--- src/hw/rtl/kpc_pkg.sv ---
// Package for the key press classifier: item types, event codes and register indexes.
`default_nettype none

package kpc_pkg;

	// Width of the configuration register index and of its data.
	localparam int unsigned CFG_IDX_W  = 1;
	localparam int unsigned CFG_DATA_W = 32;

	// Configuration register indexes.
	localparam logic [CFG_IDX_W-1:0] REG_IDLE_CODE  = 1'd0;
	localparam logic [CFG_IDX_W-1:0] REG_LONG_TICKS = 1'd1;

	// Reset values of the configuration registers.
	localparam logic [7:0]  IDLE_CODE_RST  = 8'd0;
	localparam logic [31:0] LONG_TICKS_RST = 32'd1000;

	// Event codes.
	typedef logic [1:0] event_kind_t;
	localparam event_kind_t EV_NONE  = 2'd0;
	localparam event_kind_t EV_PRESS = 2'd1;
	localparam event_kind_t EV_SHORT = 2'd2;
	localparam event_kind_t EV_LONG  = 2'd3;

	// One keypad poll.
	typedef struct packed {
		logic [7:0]  key_now;
		logic [31:0] time_now;
	} in_item_t;

	// One classified poll.
	typedef struct packed {
		logic [7:0]  key_out;
		event_kind_t event_kind;
		logic        repeat_active;
	} out_item_t;

endpackage

`default_nettype wire

--- src/hw/rtl/key_press_classifier.sv ---
// Key press classifier: turns keypad polls into press, short release and long press events.
`default_nettype none

// Each accepted item is one keypad poll (key code and millisecond timestamp) and
// yields exactly one result item, held first in the input register and then in
// the result register: the key code concerned, the event (none or held, press,
// short release, long press) and the repeat flag.
// The block accepts one item per clock cycle while the result channel does not stall;
// the figure is set by the single compare-and-subtract pass between the input register
// and the result register, which also updates the key history in that same cycle.
// The idle code and long-press threshold must be written through the configuration port
// while no item is in flight (not enforced by the block); they apply to the next item.
module key_press_classifier
	import kpc_pkg::*;
(
	input  wire logic                  clk,
	input  wire logic                  arst_n,
	// Poll channel
	input  wire logic                  in_valid,
	output logic                       in_stall,
	input  wire in_item_t              in_data,
	// Result channel
	output logic                       out_valid,
	input  wire logic                  out_stall,
	output out_item_t                  out_data,
	// Configuration write port
	input  wire logic                  cfg_we,
	input  wire logic [CFG_IDX_W-1:0]  cfg_index,
	input  wire logic [CFG_DATA_W-1:0] cfg_wdata
);

	// Configuration registers.
	logic [7:0]  idle_code_q;
	logic [31:0] long_ticks_q;

	// Key history.
	logic [7:0]  last_key_q;
	logic [31:0] mark_time_q;
	logic        edge_masked_q;
	logic        repeat_mode_q;

	// Input register and result register.
	logic        valid_s1;
	in_item_t    item_s1;
	logic        out_valid_q;
	out_item_t   out_item_q;

	// Next-state and result of the classification pass.
	logic        advance;
	logic [31:0] held;
	logic        key_change;
	logic [7:0]  last_key_d;
	logic [31:0] mark_time_d;
	logic        edge_masked_d;
	logic        repeat_mode_d;
	out_item_t   result;

	// The input stage moves on when the result register is empty or being taken.
	assign advance   = !out_valid_q || !out_stall;
	assign in_stall  = valid_s1 && !advance;
	assign out_valid = out_valid_q;
	assign out_data  = out_item_q;

	// Configuration writes.
	always_ff @(posedge clk or negedge arst_n) begin
		if (!arst_n) begin
			idle_code_q  <= IDLE_CODE_RST;
			long_ticks_q <= LONG_TICKS_RST;
		end else if (cfg_we) begin
			case (cfg_index)
				REG_IDLE_CODE:  idle_code_q  <= cfg_wdata[7:0];
				REG_LONG_TICKS: long_ticks_q <= cfg_wdata;
				default: ;
			endcase
		end
	end

	// Input register.
	always_ff @(posedge clk or negedge arst_n) begin
		if (!arst_n) begin
			valid_s1 <= 1'b0;
		end else if (!in_stall) begin
			valid_s1 <= in_valid;
		end
	end

	always_ff @(posedge clk) begin
		if (in_valid && !in_stall) begin
			item_s1 <= in_data;
		end
	end

	// Classification of the registered poll against the key history.
	always_comb begin
		held          = item_s1.time_now - mark_time_q;
		key_change    = !edge_masked_q && (item_s1.key_now != last_key_q);
		last_key_d    = item_s1.key_now;
		mark_time_d   = mark_time_q;
		edge_masked_d = edge_masked_q;
		repeat_mode_d = repeat_mode_q;
		result.key_out    = item_s1.key_now;
		result.event_kind = EV_NONE;

		if (key_change) begin
			// A new key is a press; a return to idle is a release.
			mark_time_d = item_s1.time_now;
			if (item_s1.key_now != idle_code_q) begin
				result.event_kind = EV_PRESS;
			end else begin
				result.key_out = last_key_q;
				if (repeat_mode_q || (held < long_ticks_q)) begin
					result.event_kind = EV_SHORT;
				end else begin
					result.event_kind = EV_LONG;
					repeat_mode_d     = 1'b1;
				end
			end
		end else if (item_s1.key_now != idle_code_q) begin
			// Key still held: fires a long press once the threshold is reached.
			if (repeat_mode_q || (held >= long_ticks_q)) begin
				result.event_kind = EV_LONG;
				edge_masked_d     = 1'b1;
				last_key_d        = idle_code_q;
			end
		end else begin
			// Idle poll: restart timing and clear the masks.
			result.key_out = idle_code_q;
			mark_time_d    = item_s1.time_now;
			edge_masked_d  = 1'b0;
			repeat_mode_d  = 1'b0;
		end

		result.repeat_active = repeat_mode_d;
	end

	// Key history, updated as each item moves into the result register.
	always_ff @(posedge clk or negedge arst_n) begin
		if (!arst_n) begin
			last_key_q    <= IDLE_CODE_RST;
			mark_time_q   <= '0;
			edge_masked_q <= 1'b0;
			repeat_mode_q <= 1'b0;
		end else if (valid_s1 && advance) begin
			last_key_q    <= last_key_d;
			mark_time_q   <= mark_time_d;
			edge_masked_q <= edge_masked_d;
			repeat_mode_q <= repeat_mode_d;
		end
	end

	// Result register.
	always_ff @(posedge clk or negedge arst_n) begin
		if (!arst_n) begin
			out_valid_q <= 1'b0;
		end else if (advance) begin
			out_valid_q <= valid_s1;
		end
	end

	always_ff @(posedge clk) begin
		if (valid_s1 && advance) begin
			out_item_q <= result;
		end
	end

	// The input side only stalls when a poll waits behind a blocked result.
	assert property (@(posedge clk) disable iff (!arst_n)
		in_stall |-> (valid_s1 && out_valid_q && out_stall))
		else $error("input stalled without a blocked result");

	// A press never reports the idle code.
	assert property (@(posedge clk) disable iff (!arst_n)
		(out_valid_q && (out_item_q.event_kind == EV_PRESS))
		|-> (out_item_q.key_out != idle_code_q))
		else $error("press event carries the idle code");

	// A pending result reports the repeat flag the history now holds.
	assert property (@(posedge clk) disable iff (!arst_n)
		out_valid_q |-> (out_item_q.repeat_active == repeat_mode_q))
		else $error("repeat flag out of step with the key history");

	// A long press leaves either the edge mask or the repeat mode set.
	assert property (@(posedge clk) disable iff (!arst_n)
		(out_valid_q && (out_item_q.event_kind == EV_LONG))
		|-> (edge_masked_q || repeat_mode_q))
		else $error("long press left no mask and no repeat mode");

	// An idle poll clears the mask and the repeat mode.
	assert property (@(posedge clk) disable iff (!arst_n)
		(out_valid_q && (out_item_q.event_kind == EV_NONE)
			&& (out_item_q.key_out == idle_code_q))
		|-> (!edge_masked_q && !repeat_mode_q))
		else $error("idle poll did not clear the key history flags");

endmodule

`default_nettype wire
--- config.mk ---
export PLATFORM = sky130hd
export DESIGN_NAME = key_press_classifier
export DESIGN_NICKNAME = d
export VERILOG_FILES = /design/src/hw/rtl/kpc_pkg.sv /design/src/hw/rtl/key_press_classifier.sv
export SDC_FILE = /design/constraint.sdc
export NUM_CORES = 1
export LEC_CHECK = 0
export CAP_MARGIN = 5
export CORE_ASPECT_RATIO = 1.25
export CORE_UTILIZATION = 45
export DETAILED_ROUTE_END_ITERATION = 6
export DONT_BUFFER_PORTS = 1
export SYNTH_ARGS = -nofsm -noshare
export SYNTH_HDL_FRONTEND = slang
export SYNTH_SLANG_ARGS = --single-unit
--- constraint.sdc ---
create_clock -name clk -period 5.3 [get_ports clk]
set_input_delay 0 -clock clk [delete_from_list [all_inputs] [get_ports clk]]
set_output_delay 0 -clock clk [all_outputs]
set_load 0.005 [all_outputs]
# Word level (Yosys, flattened, before mapping)
# Cells that the tools add are included.
totals:
  register_bits: 135
  latch_bits: 0
  mem_bits_rw: 0
  rom_bits: 0
  out_inout_bits: 13
  wordCells: 56
  memories: 0
classes:
  add_sub_neg: 1
  multipliers: 0
  n_div: 0
  magnitude_cmp: 2
  n_eq_ne: 4
  shift: 0
  muxes: 18
  n_bitwise: 2
  n_reduce_logical: 16
ops:
  columns: ["cell", "count"]
  rows:
  - ["32-bit 2-to-1 mux", 2]
  - ["8-bit 2-to-1 mux", 5]
  - ["32-bit greater-or-equal comparator", 1]
  - ["32-bit < comparator", 1]
  - ["32-bit subtractor", 1]
  - ["8-bit inequality test", 2]
  - ["10-bit 2-to-1 mux", 1]
  - ["1-bit 2-to-1 mux", 7]
  - ["2-bit 2-to-1 mux", 3]
  - ["2-bit AND reduction", 3]
  - ["1-bit logical NOT", 5]
  - ["1-bit logical AND", 4]
  - ["1-bit logical OR", 3]
  - ["3-bit AND reduction", 1]
  - ["2-bit by 1-bit inequality test with 1-bit output, second input constant", 1]
  - ["2-bit inequality test, second input constant", 1]
  - ["1-bit NOT", 2]

# Depth between registers and ports, before layout
depth:
  word_depth: 6
  ltp_mapped: 22
  mapped_depth_nobuf: 21

# Least setup slack after synthesis
# OpenSTA, ideal clock, no wires.
synth_path:
  path_kind: "reg-to-reg"
  start: "reg item_s1[0] (netlist bit)"
  end: "reg last_key_q[1]"
  setup_time_ns: 0.065
  t_arrival_ns: 4.004
  setup_slack_ns: 1.231
  path_stages_with_launch: 21
  cell_sequence: "edfxtp_1 inv_1 ha_1 inv_1 fa_1 a211oi_2 o21bai_2 o41ai_4 a211oi_2 o211ai_2 nand3b_1 a311oi_2 xnor2_1 ha_1 nand4_1 nor4_1 inv_1 o211ai_1 buf_2 mux2_2 nand2_1"
synth_via:
  elab_chain_len: 6
synth_lines:
  columns: ["item", "line_no", "source"]
  rows:
  - ["start, declared", "key_press_classifier.sv:44", "in_item_t item_s1;"]
  - ["start signal, assigned", "key_press_classifier.sv:89", "item_s1 <= in_data;"]
  - ["32-bit subtractor", "key_press_classifier.sv:95", "held = item_s1.time_now - mark_time_q;"]
  - ["32-bit greater-or-equal comparator", "key_press_classifier.sv:120", "if (repeat_mode_q || (held >= long_ticks_q)) begin"]
  - ["1-bit logical OR", "key_press_classifier.sv:120", null]
  - ["8-bit 2-to-1 mux", "key_press_classifier.sv:120", null]
  - ["8-bit 2-to-1 mux", "key_press_classifier.sv:118", "end else if (item_s1.key_now != idle_code_q) begin"]
  - ["8-bit 2-to-1 mux", "key_press_classifier.sv:104", "if (key_change) begin"]
  - ["end signal, assigned", "key_press_classifier.sv:144", "last_key_q <= last_key_d;"]
  - ["end, declared", "key_press_classifier.sv:37", "logic [7:0] last_key_q;"]
# Every way passes these cells.
# A chain may end at the register's enable or synchronous reset.

# Worst setup path after layout
layout_path:
  start: "reg item_s1[0] (netlist bit)"
  end: "reg last_key_q[5]"
# The elaborated chain is that of the path after synthesis.

==> impl_metrics.yaml <==
clock_network:
  clk_pin_slew_ns: 0.06
  htree_levels: 4
  insertion_delay_ns: 0.42
  root_buffer: "clkbuf_16"
  clk_path_buf_depth: 2
  cts_buffers: 17
  cts_setup_buffers: 0
  cts_tree: "yes"
  cts_sinks: 135
  hold_buffers: 77
  cts_resized: 0
logic_synthesis:
  synth-adder-area-share: 0.104
  async_flop_share: 0.622
  syn-num-nets: 838
  synth-xor-area-share: 0.0438
  synth-seq-area-share: 0.467
  synthMuxAreaShare: 0.126
  synth-compound-area-share: 0.132
  synth.area.top_cells: "dfrtp_1, edfxtp_1, mux2_2"
  ys_types: 62
  yosysWarningCount: 0
  synth_seq_cells: 135
  synth-simple-area-share: 0.0826
  synth_top_family_by_area: "compound AO/OA/AOI/OAI gates"
  synth_common_cells: "dfrtp_1, mux2_2, inv_1"
  synth_area_sq_mm: 0.00780
  ys.flop_type: "dfrtp_1"
  synth_top_area_frac: 0.250
  yosysTopAreaCell: "dfrtp_1"
  synthCells: 696
  synth_edf_count: 51
  avgSynthCellArea_sq_um: 11.2
die:
  fp.dieH_microns: 149
  num_rows: 53
  io_pins: 91
  die_x_microns: 120
  die-area_sq_mm: 0.0179
  initial_utilization: 0.461
  fp.coreArea_sq_mm: 0.0169
pwr:
  p_leak_uw: 0.00418
  p_total_uw: 4810
  cellPowerDensity_mw_per_mm2: 508
  worst_ir_drop_vdd_uv: 241
setup_path:
  critical_path.max_stage_delay_ns: 0.43
  r2r_slack_ns: 0.82
  cp.arrival_ns: 4.84
  rr_startpoint: "item_s1[0]"
  end_kind: "flip-flop"
  reg2regPathDepth: 19
  start_kind: "flip-flop"
  timing.rr.end: "last_key_q[5]"
  path_cells: "inv_1, ha_1, inv_1, fa_1, a211oi_2, o21bai_2, o41ai_4, a211oi_2, o211ai_2, a31oi_1, a311o_1, ha_1, nand4_1, nor4_1, inv_1, o211ai_1, buf_4, mux2_2, nand2_1"
  crit_end: "last_key_q[5]"
  required_ns: 5.66
  critPathSlowestCell: "fa_1"
  critPathLaunch: "item_s1[0]"
  worst-setup-path-type: "flip-flop to flip-flop"
  cp.depth: 19
  worstPathMaxFanout: 11
  cp_top_family: "compound AO/OA/AOI/OAI gates"
  cp_common_cell: "inv_1"
  critPathBufInv: 4
sta:
  finalClockSkew_ns: 0.00757
  setup_tns_ns: 0
  finalWorstSetupSlack_ns: 0.824
  fmax_mhz: 223
  finalSetupViolCount: 0
  tightestPinTransition_ns: 1.07
  min_period_over_period: 0.845
  slew_viol_final: 0
  slew-limit-headroom: 0.285
  fin_crit_ns: 4.48
  finalHoldViolations: 0
  rsz0062_at_grt: "false"
finish:
  layout.nets: 925
  postLayoutCellArea_sq_mm: 0.00948
  diodes: 0
  drive_above_1_share: 0.178
  syn_to_final_growth_pct: 21.5
global_route:
  grt_pass1_vias: 5592
  grtUsageTotal: 0.197
  antenna_found_initial: 0
  grt_pass1_wl_mm: 27.2
  grt_max_degree: 85
  gr-total-overflow: 0
routing:
  dr.pass1.iters: 6
  drt-wirelength-per-cell_microns: 16.0
  vias_per_cell: 5.43
  num_vias: 5516
  routed_wl_mm: 16.3
  drt-initial-drc-count: 209
  drc: 0
  ant_nets: 0
placed_design:
  dpl.hpwl_mm: 11.6
  port_buffers: 0
  place_ws_ns: 0.832
  gp_congestion: 0.869
  placed_cell_area_sq_mm: 0.00806
hold_path:
  holdPathStages: 2
  min_path_type: "input pin to flip-flop"
outcome:
  status: "finished clean"
run:
  maxCapViolCount: 0
==> where the power goes <==
part | internal (uW) | switching [uW]
Combinational | 999 | 1120
Sequential | 1310 | 132
Clock | 813 | 440
Total | 3120 | 1690
==> state kept, by name (all words and copies together) (netlist names) <==
register,cells
edge_masked_q,1
repeat_mode_q,1
last_key_q,8
item_s1,40
valid_s1,1
long_ticks_q,32
out_data,11
idle_code_q,8
mark_time_q,32
out_valid,1
==> final cells by class <==
type	count	area [sq um]
multi-input combinational	469	3810
inverter	77	289
timing repair buffer	83	833
sequential	135	3640
tap	220	275
clock buffer	21	460
clock inverter	11	171
fill	1410	7430
==> layer usage <==
metal / track usage / share of wire / up-vias
met4: 0.106 / 0.036 / 0
met1: 0.233 / 0.43 / 2664
li1: - / - / 2678
met3: 0.0436 / 0.036 / 39
met2: 0.332 / 0.50 / 135
met5: 0 / 0 / -
==> how the worst min path moves through the flow <==
| stage | startpoint | to |
|---|---|---|
| CTS | cfg_index | idle_code_q[3] |
| global placement | arst_n | long_ticks_q[19] |
| finish | cfg_index | idle_code_q[3] |
| floorplan | arst_n | edge_masked_q |
| global route | cfg_index | idle_code_q[7] |
| detailed placement | arst_n | long_ticks_q[19] |
==> stage by stage <==
step	std cells	utilization	hold slack (ns)
2_1_floorplan	696	-	-0.296
3_3_place_gp	907	0.476	-0.291
3_5_place_dp	907	0.476	-0.291
4_1_cts	1016	0.560	0.0323
5_1_grt	1016	0.560	0.0293
6_report	1016	0.560	0.0361
==> kinds of logic (layout without fill, tap and decap cells) <==
| kind of cell | Yosys count | count (layout) |
|---|---|---|
| adders and majority gates | 64 | 64 |
| AOI/OAI and AO/OA | 145 | 145 |
| buffers and inverters | 92 | 192 |
| muxes | 88 | 88 |
| DFF | 135 | 135 |
| and+or+nand+nor | 133 | 133 |
| xor gates and xnor gates | 39 | 39 |
==> layout by cell type (no fill, tap or decap), types with 5 or more instances in the layout <==
cell type      netlist  routed
o21a_1               5       5
a2bb2oi_1            8       8
nand2b_1             5       5
xor2_1              12      12
clkbuf_16            0      17
mux2i_1              9       9
o21ai_1              5       5
a21o_1              19      19
buf_4                0       6
inv_1               77      77
mux2_2              78      78
nand2_1             41      41
dlygate4sd3_1        0      76
dfstp_2              6       6
nand4_1             12      12
edfxtp_1            51      51
a21oi_1             47      47
nor3_1               7       7
xnor2_1             27      27
nand3_1             13      13
nor2b_1              7       7
nor2_1              30      30
ha_1                63      63
dfrtp_1             78      78
o21ai_0             18      18
No activity file was read; power rests on OpenSTA's default activity.
